`src/rtl/crt_pkg.sv`:
```
// Package for the confirmable retransmit table.
// Holds the slot record, the item and event codes and the controller states.
// No dependencies; used by every module in rtl/.
package crt_pkg;

  localparam int unsigned TableDepthDef = 8;
  localparam int unsigned IdW    = 16;
  localparam int unsigned TimeW  = 32;
  localparam int unsigned ToutW  = 16;
  localparam int unsigned SendsW = 4;
  localparam logic [SendsW-1:0] MaxSendsRst = 4'd4;

  typedef enum logic [1:0] {
    KindSent  = 2'd0,
    KindAck   = 2'd1,
    KindTick  = 2'd2,
    KindClear = 2'd3
  } kind_e;

  typedef enum logic [1:0] {
    EvRetransmit = 2'd0,
    EvGivenUp    = 2'd1,
    EvFull       = 2'd2
  } event_e;

  typedef enum logic [1:0] {
    StIdle,
    StScan,
    StFlush
  } state_e;

  // interval is deadline minus last time, kept instead of the last time
  typedef struct packed {
    logic              valid;
    logic [IdW-1:0]    id;
    logic [TimeW-1:0]  deadline;
    logic [TimeW-1:0]  interval;
    logic [SendsW-1:0] sends;
  } slot_t;

  // one head-cell decision handed back to the controller
  typedef struct packed {
    logic           res_valid;
    event_e         ev;
    logic [IdW-1:0] id;
    logic           wrote;
  } head_res_t;

endpackage

```
`src/rtl/crt_cell.sv`:
```
// One slot cell of the rotating table chain.
// Loads its neighbor's slot while the chain shifts; depends on crt_pkg.
module crt_cell
  import crt_pkg::*;
(
  input  logic           clk_i,
  input  logic           rst_ni,
  input  logic           shift_i,
  input  logic           clr_i,
  input  logic [IdW-1:0] key_i,
  input  slot_t          d_i,
  output slot_t          q_o,
  output logic           match_o
);

  logic  valid_q;
  slot_t data_q;

  always_ff @(posedge clk_i or negedge rst_ni) begin
    if (!rst_ni) begin
      valid_q <= 1'b0;
    end else if (clr_i) begin
      valid_q <= 1'b0;
    end else if (shift_i) begin
      valid_q <= d_i.valid;
    end
  end

  always_ff @(posedge clk_i) begin
    if (shift_i) begin
      data_q <= d_i;
    end
  end

  always_comb begin
    q_o       = data_q;
    q_o.valid = valid_q;
  end

  assign match_o = valid_q && (data_q.id == key_i);

endmodule

```
`src/rtl/crt_head.sv`:
```
// Update logic for the slot at the head of the chain.
// Applies one sent, ack or tick step to that slot; depends on crt_pkg.
module crt_head
  import crt_pkg::*;
(
  input  kind_e             kind_i,
  input  logic [IdW-1:0]    msg_id_i,
  input  logic [TimeW-1:0]  now_i,
  input  logic [ToutW-1:0]  first_timeout_i,
  input  logic [SendsW-1:0] max_sends_i,
  input  logic              any_match_i,
  input  logic              wrote_i,
  input  slot_t             slot_i,
  output slot_t             slot_o,
  output head_res_t         res_o
);

  logic [TimeW-1:0] diff;
  logic             overdue;
  logic             hit;

  assign diff    = now_i - slot_i.deadline;
  assign overdue = (diff != '0) && !diff[TimeW-1];
  assign hit     = slot_i.valid && (slot_i.id == msg_id_i);

  always_comb begin
    slot_o          = slot_i;
    res_o.res_valid = 1'b0;
    res_o.ev        = EvRetransmit;
    res_o.id        = slot_i.id;
    res_o.wrote     = wrote_i;
    unique case (kind_i)
      KindSent: begin
        // restart a pending ID, else take the lowest free slot once
        if (any_match_i ? hit : (!slot_i.valid && !wrote_i)) begin
          slot_o.valid    = 1'b1;
          slot_o.id       = msg_id_i;
          slot_o.deadline = now_i + TimeW'(first_timeout_i);
          slot_o.interval = TimeW'(first_timeout_i);
          slot_o.sends    = '0;
          res_o.wrote     = 1'b1;
        end
      end
      KindAck: begin
        if (hit) begin
          slot_o.valid = 1'b0;
        end
      end
      KindTick: begin
        if (slot_i.valid) begin
          if (slot_i.sends >= max_sends_i) begin
            slot_o.valid    = 1'b0;
            res_o.res_valid = 1'b1;
            res_o.ev        = EvGivenUp;
          end else if (overdue) begin
            res_o.res_valid = 1'b1;
            slot_o.sends    = slot_i.sends + SendsW'(1);
            slot_o.deadline = slot_i.deadline + {slot_i.interval[TimeW-2:0], 1'b0};
            slot_o.interval = {slot_i.interval[TimeW-2:0], 1'b0};
          end
        end
      end
      default: begin
        // clear is handled in the cells directly
      end
    endcase
  end

endmodule

```
`src/rtl/confirmable_retransmit_table.sv`:
```
// Top level of the confirmable retransmit table: controller and slot chain.
// Instantiates crt_cell and crt_head; depends on crt_pkg.
//
//   channel   signals                                      handshake
//   input     kind_i msg_id_i now_i first_timeout_i        start && !busy
//   config    cfg_data_i                                   cfg_valid_i && cfg_ready_o
//   result    event_res_o msg_id_res_o last_o              res_valid_o, one cycle
//
// Sent, ack and tick items rotate the slot chain once, through the scan and
// flush states, before the next accept; the one head cell sees one slot a
// cycle. Clear items and table-full sent items leave the controller idle.
// Each result is held until the head finds the next one or the scan ends, so
// the final one carries last; it is registered from the flush state.
// Reset empties the table and sets max_sends to 4; there is no clearing pass.
module confirmable_retransmit_table
  import crt_pkg::*;
#(
  parameter int unsigned TABLE_DEPTH = TableDepthDef
) (
  input  logic              clk_i,
  input  logic              rst_ni,
  input  logic              start,
  output logic              busy,
  input  logic [1:0]        kind_i,
  input  logic [IdW-1:0]    msg_id_i,
  input  logic [TimeW-1:0]  now_i,
  input  logic [ToutW-1:0]  first_timeout_i,
  input  logic              cfg_valid_i,
  output logic              cfg_ready_o,
  input  logic [SendsW-1:0] cfg_data_i,
  output logic              res_valid_o,
  output logic [1:0]        event_res_o,
  output logic [IdW-1:0]    msg_id_res_o,
  output logic              last_o
);

  localparam int unsigned CntW = (TABLE_DEPTH > 1) ? $clog2(TABLE_DEPTH) : 1;

  state_e            state_q, state_d;
  logic [CntW-1:0]   cnt_q, cnt_d;
  logic [SendsW-1:0] max_sends_q;

  kind_e             kind_q;
  logic [IdW-1:0]    msg_id_q;
  logic [TimeW-1:0]  now_q;
  logic [ToutW-1:0]  timeout_q;
  logic              any_match_q, any_match_d;
  logic              wrote_q, wrote_d;

  logic              pend_v_q, pend_v_d;
  event_e            pend_ev_q, pend_ev_d;
  logic [IdW-1:0]    pend_id_q, pend_id_d;

  logic              res_v_q, res_v_d;
  event_e            res_ev_q, res_ev_d;
  logic [IdW-1:0]    res_id_q, res_id_d;
  logic              res_last_q, res_last_d;

  slot_t                  cell_q [TABLE_DEPTH];
  slot_t                  head_new;
  head_res_t              head_res;
  logic [TABLE_DEPTH-1:0] match_vec;
  logic [TABLE_DEPTH-1:0] valid_vec;
  logic                   accept;
  logic                   shift;
  logic                   clr;

  assign accept = start && !busy;
  assign shift  = (state_q == StScan);
  assign clr    = accept && (kind_e'(kind_i) == KindClear);

  // Slot chain: the head is updated and re-enters at the tail
  for (genvar i = 0; i < TABLE_DEPTH; i++) begin : g_cell
    slot_t nxt;
    if (i == TABLE_DEPTH - 1) begin : g_tail
      assign nxt = head_new;
    end else begin : g_mid
      assign nxt = cell_q[i+1];
    end
    crt_cell u_cell (
      .clk_i   (clk_i),
      .rst_ni  (rst_ni),
      .shift_i (shift),
      .clr_i   (clr),
      .key_i   (msg_id_i),
      .d_i     (nxt),
      .q_o     (cell_q[i]),
      .match_o (match_vec[i])
    );
    assign valid_vec[i] = cell_q[i].valid;
  end

  crt_head u_head (
    .kind_i          (kind_q),
    .msg_id_i        (msg_id_q),
    .now_i           (now_q),
    .first_timeout_i (timeout_q),
    .max_sends_i     (max_sends_q),
    .any_match_i     (any_match_q),
    .wrote_i         (wrote_q),
    .slot_i          (cell_q[0]),
    .slot_o          (head_new),
    .res_o           (head_res)
  );

  assign cfg_ready_o = 1'b1;

  always_ff @(posedge clk_i or negedge rst_ni) begin
    if (!rst_ni) begin
      max_sends_q <= MaxSendsRst;
    end else if (cfg_valid_i && cfg_ready_o) begin
      max_sends_q <= cfg_data_i;
    end
  end

  always_ff @(posedge clk_i or negedge rst_ni) begin
    if (!rst_ni) begin
      state_q  <= StIdle;
      cnt_q    <= '0;
      wrote_q  <= 1'b0;
      pend_v_q <= 1'b0;
      res_v_q  <= 1'b0;
    end else begin
      state_q  <= state_d;
      cnt_q    <= cnt_d;
      wrote_q  <= wrote_d;
      pend_v_q <= pend_v_d;
      res_v_q  <= res_v_d;
    end
  end

  always_ff @(posedge clk_i) begin
    if (accept) begin
      kind_q    <= kind_e'(kind_i);
      msg_id_q  <= msg_id_i;
      now_q     <= now_i;
      timeout_q <= first_timeout_i;
    end
    any_match_q <= any_match_d;
    pend_ev_q   <= pend_ev_d;
    pend_id_q   <= pend_id_d;
    res_ev_q    <= res_ev_d;
    res_id_q    <= res_id_d;
    res_last_q  <= res_last_d;
  end

  always_comb begin
    state_d     = state_q;
    cnt_d       = cnt_q;
    wrote_d     = wrote_q;
    any_match_d = any_match_q;
    pend_v_d    = pend_v_q;
    pend_ev_d   = pend_ev_q;
    pend_id_d   = pend_id_q;
    res_v_d     = 1'b0;
    res_ev_d    = res_ev_q;
    res_id_d    = res_id_q;
    res_last_d  = res_last_q;
    busy        = (state_q != StIdle);
    unique case (state_q)
      StIdle: begin
        if (accept) begin
          any_match_d = |match_vec;
          wrote_d     = 1'b0;
          cnt_d       = '0;
          unique case (kind_e'(kind_i)) inside
            KindSent: begin
              if (!(|match_vec) && (&valid_vec)) begin
                res_v_d    = 1'b1;
                res_ev_d   = EvFull;
                res_id_d   = msg_id_i;
                res_last_d = 1'b1;
              end else begin
                state_d = StScan;
              end
            end
            KindAck, KindTick: begin
              state_d = StScan;
            end
            default: begin
              // clear: cells drop their valid bits this edge
            end
          endcase
        end
      end
      StScan: begin
        wrote_d = head_res.wrote;
        // a new result pushes the held one out, which then cannot be last
        if (head_res.res_valid) begin
          if (pend_v_q) begin
            res_v_d    = 1'b1;
            res_ev_d   = pend_ev_q;
            res_id_d   = pend_id_q;
            res_last_d = 1'b0;
          end
          pend_v_d  = 1'b1;
          pend_ev_d = head_res.ev;
          pend_id_d = head_res.id;
        end
        if (cnt_q == CntW'(TABLE_DEPTH - 1)) begin
          cnt_d   = '0;
          state_d = StFlush;
        end else begin
          cnt_d = cnt_q + CntW'(1);
        end
      end
      StFlush: begin
        if (pend_v_q) begin
          res_v_d    = 1'b1;
          res_ev_d   = pend_ev_q;
          res_id_d   = pend_id_q;
          res_last_d = 1'b1;
        end
        pend_v_d = 1'b0;
        state_d  = StIdle;
      end
      default: begin
        state_d = StIdle;
      end
    endcase
  end

  assign res_valid_o  = res_v_q;
  assign event_res_o  = res_ev_q;
  assign msg_id_res_o = res_id_q;
  assign last_o       = res_last_q;

`ifndef SYNTHESIS
  a_clear_empties: assert property (@(posedge clk_i) disable iff (!rst_ni)
    clr |=> (valid_vec == '0))
    else $error("table not empty after clear item");

  a_flush_to_idle: assert property (@(posedge clk_i) disable iff (!rst_ni)
    (state_q == StFlush) |=> (state_q == StIdle) && !pend_v_q)
    else $error("flush did not return to idle");

  a_no_last_mid_scan: assert property (@(posedge clk_i) disable iff (!rst_ni)
    (state_q == StScan) && res_valid_o |-> !last_o)
    else $error("last flag raised during scan");

  a_idle_cnt_zero: assert property (@(posedge clk_i) disable iff (!rst_ni)
    (state_q == StIdle) |-> (cnt_q == '0) && !pend_v_q)
    else $error("slot counter or held result left over in idle");
`endif

endmodule
```
`config.mk`:
```
export PLATFORM = sky130hd
export DESIGN_NAME = confirmable_retransmit_table
export DESIGN_NICKNAME = d
export VERILOG_FILES = /design/src/rtl/crt_pkg.sv /design/src/rtl/crt_cell.sv /design/src/rtl/crt_head.sv /design/src/rtl/confirmable_retransmit_table.sv
export SDC_FILE = /design/constraint.sdc
export NUM_CORES = 1
export LEC_CHECK = 0
export ABC_AREA = 1
export BUFFER_PORTS_ARGS = -buffer_cell sky130_fd_sc_hd__buf_2
export CAP_MARGIN = 20
export CORE_UTILIZATION = 55
export DETAILED_ROUTE_END_ITERATION = 6
export PLACE_DENSITY = 0.71
export REMOVE_ABC_BUFFERS = 1
export SETUP_SLACK_MARGIN = 0.4
export SYNTH_ARGS = -nofsm -noshare
export SYNTH_HDL_FRONTEND = slang
export SYNTH_HIERARCHICAL = 1
export SYNTH_SLANG_ARGS = --single-unit
```
`constraint.sdc`:
```
create_clock -name clk_i -period 25 [get_ports clk_i]
set_clock_uncertainty 0.2 [all_clocks]
set_input_delay 5 -clock clk_i [delete_from_list [all_inputs] [get_ports clk_i]]
set_output_delay 5 -clock clk_i [all_outputs]
set_load 0.01 [all_outputs]
```
==> results.cfg, run 1 <==
[run_status]
status = complete, but fails checks
violations = design-rule violations

[critical_path]
critPathLaunchType = register
path_cells = inv_1, ha_1, inv_2, buf_2
slowest_stage = dfrtp_1
path_class = register to output pin
cp.buffers_inverters = 3
required_ns = 19.80
cpLargestDelayFamily = flip-flops
slowest_delay_ns = 0.42
arrival_ns = 1.79
crit_fanout = 7
cp-end-kind = output pin

[min_path]
hold_class = register to register

[pwr]
clockPowerShare = 0.232
ir_drop_mv = 0.0736
combPwrFrac = 0.311
finalPower_mw = 5.27
p_switching_mw = 1.94
p_int_mw = 3.33
power.share.sequential = 0.457
p_leak_nw = 16.2
power_density_nw_per_um2 = 134
p_sw_frac = 0.368

[finish]
regArea_um2 = 23600
drive_gt1_frac = 0.0958
multi_input_area_um2 = 9770
stdcell_area_um2 = 39400
finish.net_count = 3482
area_delta_synth_final_pct = 11.4
antenna-diode-count = 0
fillers = 5072

[timing]
setup_viol = 0
period_needed_ns = 6.99
clock.fmax_ghz = 0.143
finalHoldViolCount = 0
relSlewSlack = 0.322
fin_crit_sh = 0.280
totalNegativeSetupSlack_ns = 0
finalMaxSlewViolations = 0
setup_ws_ns = 18.01
tightest_slew_ns = 1.02
rsz0062_at_grt = no

[synth]
synth_area_per_cell_um2 = 11.1
ys_warn_count = 6
synth_area_um2 = 35400
synthCells = 3199

[placed_design]
place_ws_ns = 17.61
dp_hpwl_mm = 59.1
routabilityCongestion = 0.990
io_buffers = 94
post_dp_cell_area_um2 = 36700

[floorplan]
die_area_um2 = 65400
die_y_um = 256
io_pins = 96
design.core.area_um2 = 63300
die_width_um = 256
std_cell_rows = 92
initial_utilization = 0.559

[clocking]
cts_tree = built
cts.clk_slew.worst_paths_ns = 0.07
cts_sinks = 788
clk_latency_ns = 0.64
cts_buffer_depth = 3
cts-root-buf = clkbuf_16
cts_hold_buf = 0
cts_buffers = 81
cts-htree-levels = 3
postCtsSetupRepairBufs = 0
post_cts_resized = 0

[global_route]
antenna_found_initial = 2
grt_max_degree = 99
overflow = 0
grt_pass1_wl_mm = 130
grtUsageTotal = 0.262
grt_pass1_vias = 22300

[flow_run]
cap_violations = 0

[detailed_routing]
vias = 23300
drtIter0Drc = 2359
first_pass_iters = 7
vias_per_cell = 5.52
wl_per_cell_um = 20.3
wl_mm = 85.7
drc_errors = 3
drtAntennaViolNets = 0
[stage by stage]
stage / hold WS (ns) / std cells / utilization
final: 0.206 / 4228 / 0.623
after detailed placement: 0.205 / 4077 / 0.579
after global routing: 0.217 / 4228 / 0.623
after global placement: 0.200 / 4077 / 0.579
after floorplan: 0.200 / 3115 / -
after CTS: 0.202 / 4226 / 0.622
[state kept, by name (all words and copies together), names as in the netlist, 3 cells and up]
register and count:
g_cell.u_cell/q_o 664, g_cell.u_cell/valid_q 8, max_sends_q 4, now_q 32, pend_id_q 16, cnt_q 3, msg_id_q 16, msg_id_res_o 16
timeout_q 16
[per-layer routing]
| metal | vias up | wire length (µm) | track usage |
|---|---|---|---|
| li1 | 11100 | - | - |
| met1 | 11300 | 38000 | 0.372 |
| met2 | 838 | 39800 | 0.416 |
| met3 | 168 | 5160 | 0.0371 |
| met4 | 2 | 2780 | 0.0912 |
| met5 | - | 13 | 0 |
[final cells by class]
| class | count | share of cell area |
|---|---|---|
| well taps | 846 | 0.0269 |
| clock inverters | 56 | 0.0159 |
| inverters | 436 | 0.0415 |
| clock buffers | 93 | 0.0526 |
| multi-input cells | 1891 | 0.248 |
| repair buffers | 118 | 0.0175 |
| flip-flops and latches | 788 | 0.598 |
[cell usage in the layout, fill, tap and decap left out, drive strengths merged, types with 82 or more instances in the layout]
cell / n
nor2: 254
a21oi: 92
clkbuf: 93
inv: 441
nand3: 155
o21ai: 84
ha: 89
buf: 118
nand4: 86
nand2: 855
xor2: 82
edfxtp: 768
[power by group through the flow]
stage	registers, mW	clock network, mW	logic (mW)
global route	2.46	1.30	1.80
floorplan	2.65	0	1.08
detailed placement	2.43	0	1.61
finish	2.41	1.22	1.64
global placement	2.41	0	1.58
CTS	2.42	1.24	1.62
[worst paths after layout]
kind	start	endpoint	slack, ns	cells after the start
setup / recovery	state_q[1]	busy	18.01	4
min in group asynchronous	rst_ni	max_sends_q[3]	4.12	1
setup reg to reg	g_cell[0].u_cell/q_o[41]	g_cell[7].u_cell/q_o[2]	19.56	18
hold reg to reg	g_cell[1].u_cell/q_o[19]	g_cell[0].u_cell/q_o[19]	0.21	0
hold / removal	g_cell[1].u_cell/q_o[19]	g_cell[0].u_cell/q_o[19]	0.21	0
max in group asynchronous	rst_ni	max_sends_q[2]	20.14	1
[worst reg2reg max path, delay by kind of cell (launching register included)]
family        cells  cell delay (ns)
buf+inv           3             1.17
fa+ha+maj         1             0.37
simple gates     14             3.03
flops             1             0.40
Note: power is estimated with default switching activity, not from simulation.
==> run 2: changes to the inputs <==
--- a/config.mk
+++ b/config.mk
@@ -5,7 +5,7 @@
 export SDC_FILE = /design/constraint.sdc
 export NUM_CORES = 1
 export LEC_CHECK = 0
-export ABC_AREA = 1
+export ABC_AREA = 0
 export BUFFER_PORTS_ARGS = -buffer_cell sky130_fd_sc_hd__buf_2
 export CAP_MARGIN = 20
 export CORE_UTILIZATION = 55
==> constraint.sdc (replaced) <==
create_clock -name clk_i -period 6.9 [get_ports clk_i]
set_clock_uncertainty 0.2 [all_clocks]
set_input_delay 1.38 -clock clk_i [delete_from_list [all_inputs] [get_ports clk_i]]
set_output_delay 1.38 -clock clk_i [all_outputs]
set_load 0.01 [all_outputs]
==> results.cfg, run 2 <==
[run_status]
status = complete, no violations

[placed_design]
dp_hpwl_mm = 43.3
routabilityCongestion = 0.882
post_dp_cell_area_um2 = 33900
dp.cells = 2943
io_buffers = 94

[global_route]
grtUsageTotal = 0.223
antenna_found_initial = 1
overflow = 0
grt_pass1_wl_mm = 102
grt_pass1_vias = 17800
grt_max_degree = 181

[pwr]
ir_drop_mv = 0.428
finalPower_mw = 17.2
p_leak_nw = 12.8
power_density_nw_per_um2 = 471

[clocking]
cts_hold_buf = 0
postCtsSetupRepairBufs = 0
cts_sinks = 788
cts_buffers = 79
cts_buffer_depth = 3
post_cts_resized = 0
cts_tree = built
clk_latency_ns = 0.63
cts-htree-levels = 3
cts.clk_slew.worst_paths_ns = 0.07
cts-root-buf = clkbuf_16

[finish]
regArea_um2 = 23600
final_common_cell = edfxtp_1
stdcell_area_um2 = 36600
antenna-diode-count = 0
final_util = 0.621
multi_input_area_um2 = 8460
final_cell_mix = edfxtp_1, nand2_1, xnor2_1
fillers = 4279
drive_gt1_frac = 0.117
largest_register_ffs = 664
area_delta_synth_final_pct = 11.9
finish.net_count = 2420
stdcell_count = 3090

[timing]
finalMaxSlewViolations = 0
rsz0062_at_grt = no
tightest_slew_ns = 1.18
fin_crit_sh = 0.772
relSlewSlack = 0.203
finalHoldViolCount = 0
clock.fmax_ghz = 0.188
hold_slack_ns = 0.206
period_needed_ns = 5.32
setup_viol = 0

[min_path]
worstHoldStart = g_cell[3].u_cell/q_o[3]
worstHoldPathCells = 0
hold_class = register to register

[synth]
synth_area_um2 = 32700
synthCells = 2142
ys_warn_count = 6
synth_area_per_cell_um2 = 15.3

[detailed_routing]
first_pass_iters = 6
vias = 18100
drtIter0Drc = 1632
vias_per_cell = 5.86
drc_errors = 0
drtAntennaViolNets = 0
wl_mm = 66.4
wl_per_cell_um = 21.5

[critical_path]
arrival_ns = 5.33
crit_fanout = 67
ff2ff_path_depth = 12
r2r_start = now_q[20]
critPathLaunchType = register
path_class = register to register
ff2ff_setup_slack_ns = 1.58
startpoint = now_q[20]
rr_endpoint = g_cell[7].u_cell/q_o[43]
required_ns = 6.91
crit_end = g_cell[7].u_cell/q_o[43]
cp-end-kind = register

[floorplan]
initial_utilization = 0.555
die_area_um2 = 60500
std_cell_rows = 89
die_width_um = 246
die_y_um = 246
io_pins = 96
design.core.area_um2 = 58900

[flow_run]
cap_violations = 0
## run 2: layout make-up
class	instances	area share
clock inverter	47	0.0140
multi-input combinational	1196	0.231
timing repair buffer	116	0.0191
clock buffer	97	0.0579
sequential	788	0.644
tap	773	0.0264
inverter	73	0.00749
## run 2: through the flow
step | TNS [ns] | worst slack (ns)
6_report | 0 | 1.58
5_1_grt | 0 | 1.24
4_1_cts | 0 | 1.58
3_5_place_dp | 0 | 1.59
3_3_place_gp | 0 | 1.61
2_1_floorplan | -7593.70 | -11.55
## run 2: layer usage
| layer | GRT usage | routed length [µm] | vias up |
|---|---|---|---|
| li1 | - | - | 8421 |
| met1 | 0.315 | 29600 | 9027 |
| met2 | 0.354 | 31600 | 546 |
| met3 | 0.0367 | 3340 | 122 |
| met4 | 0.0727 | 1810 | 0 |
| met5 | 0 | 0 | - |
## run 2: worst max-delay path, stage by stage, from the launching register on
cell and delay [ns]:
edfxtp_1 0.45, ha_1 0.42, a21oi_1 0.33, o21ai_0 0.37, a2111o_1 0.45, nor4_1 0.30, o2111ai_1 0.15, nor4_1 0.36
nand4_1 0.17, a211o_1 0.30, o211ai_4 0.18, buf_4 0.63, o311ai_0 0.53
## run 2: report_power, final
group | internal, mW | leakage [nW] | total, mW | switching [mW]
clock | 2.57 | 1.28 | 4.35 | 1.78
sequential | 7.64 | 7.44 | 8.42 | 0.775
combinational | 1.57 | 4.03 | 4.47 | 2.90
## run 2: worst min path at each step
stage,endpoint,slack (ns)
global placement,g_cell[5].u_cell/q_o[13],0.20
global route,g_cell[4].u_cell/q_o[41],0.22
CTS,g_cell[2].u_cell/q_o[50],0.21
floorplan,g_cell[0].u_cell/q_o[0],0.20
detailed placement,g_cell[0].u_cell/q_o[8],0.20
finish,g_cell[2].u_cell/q_o[3],0.21
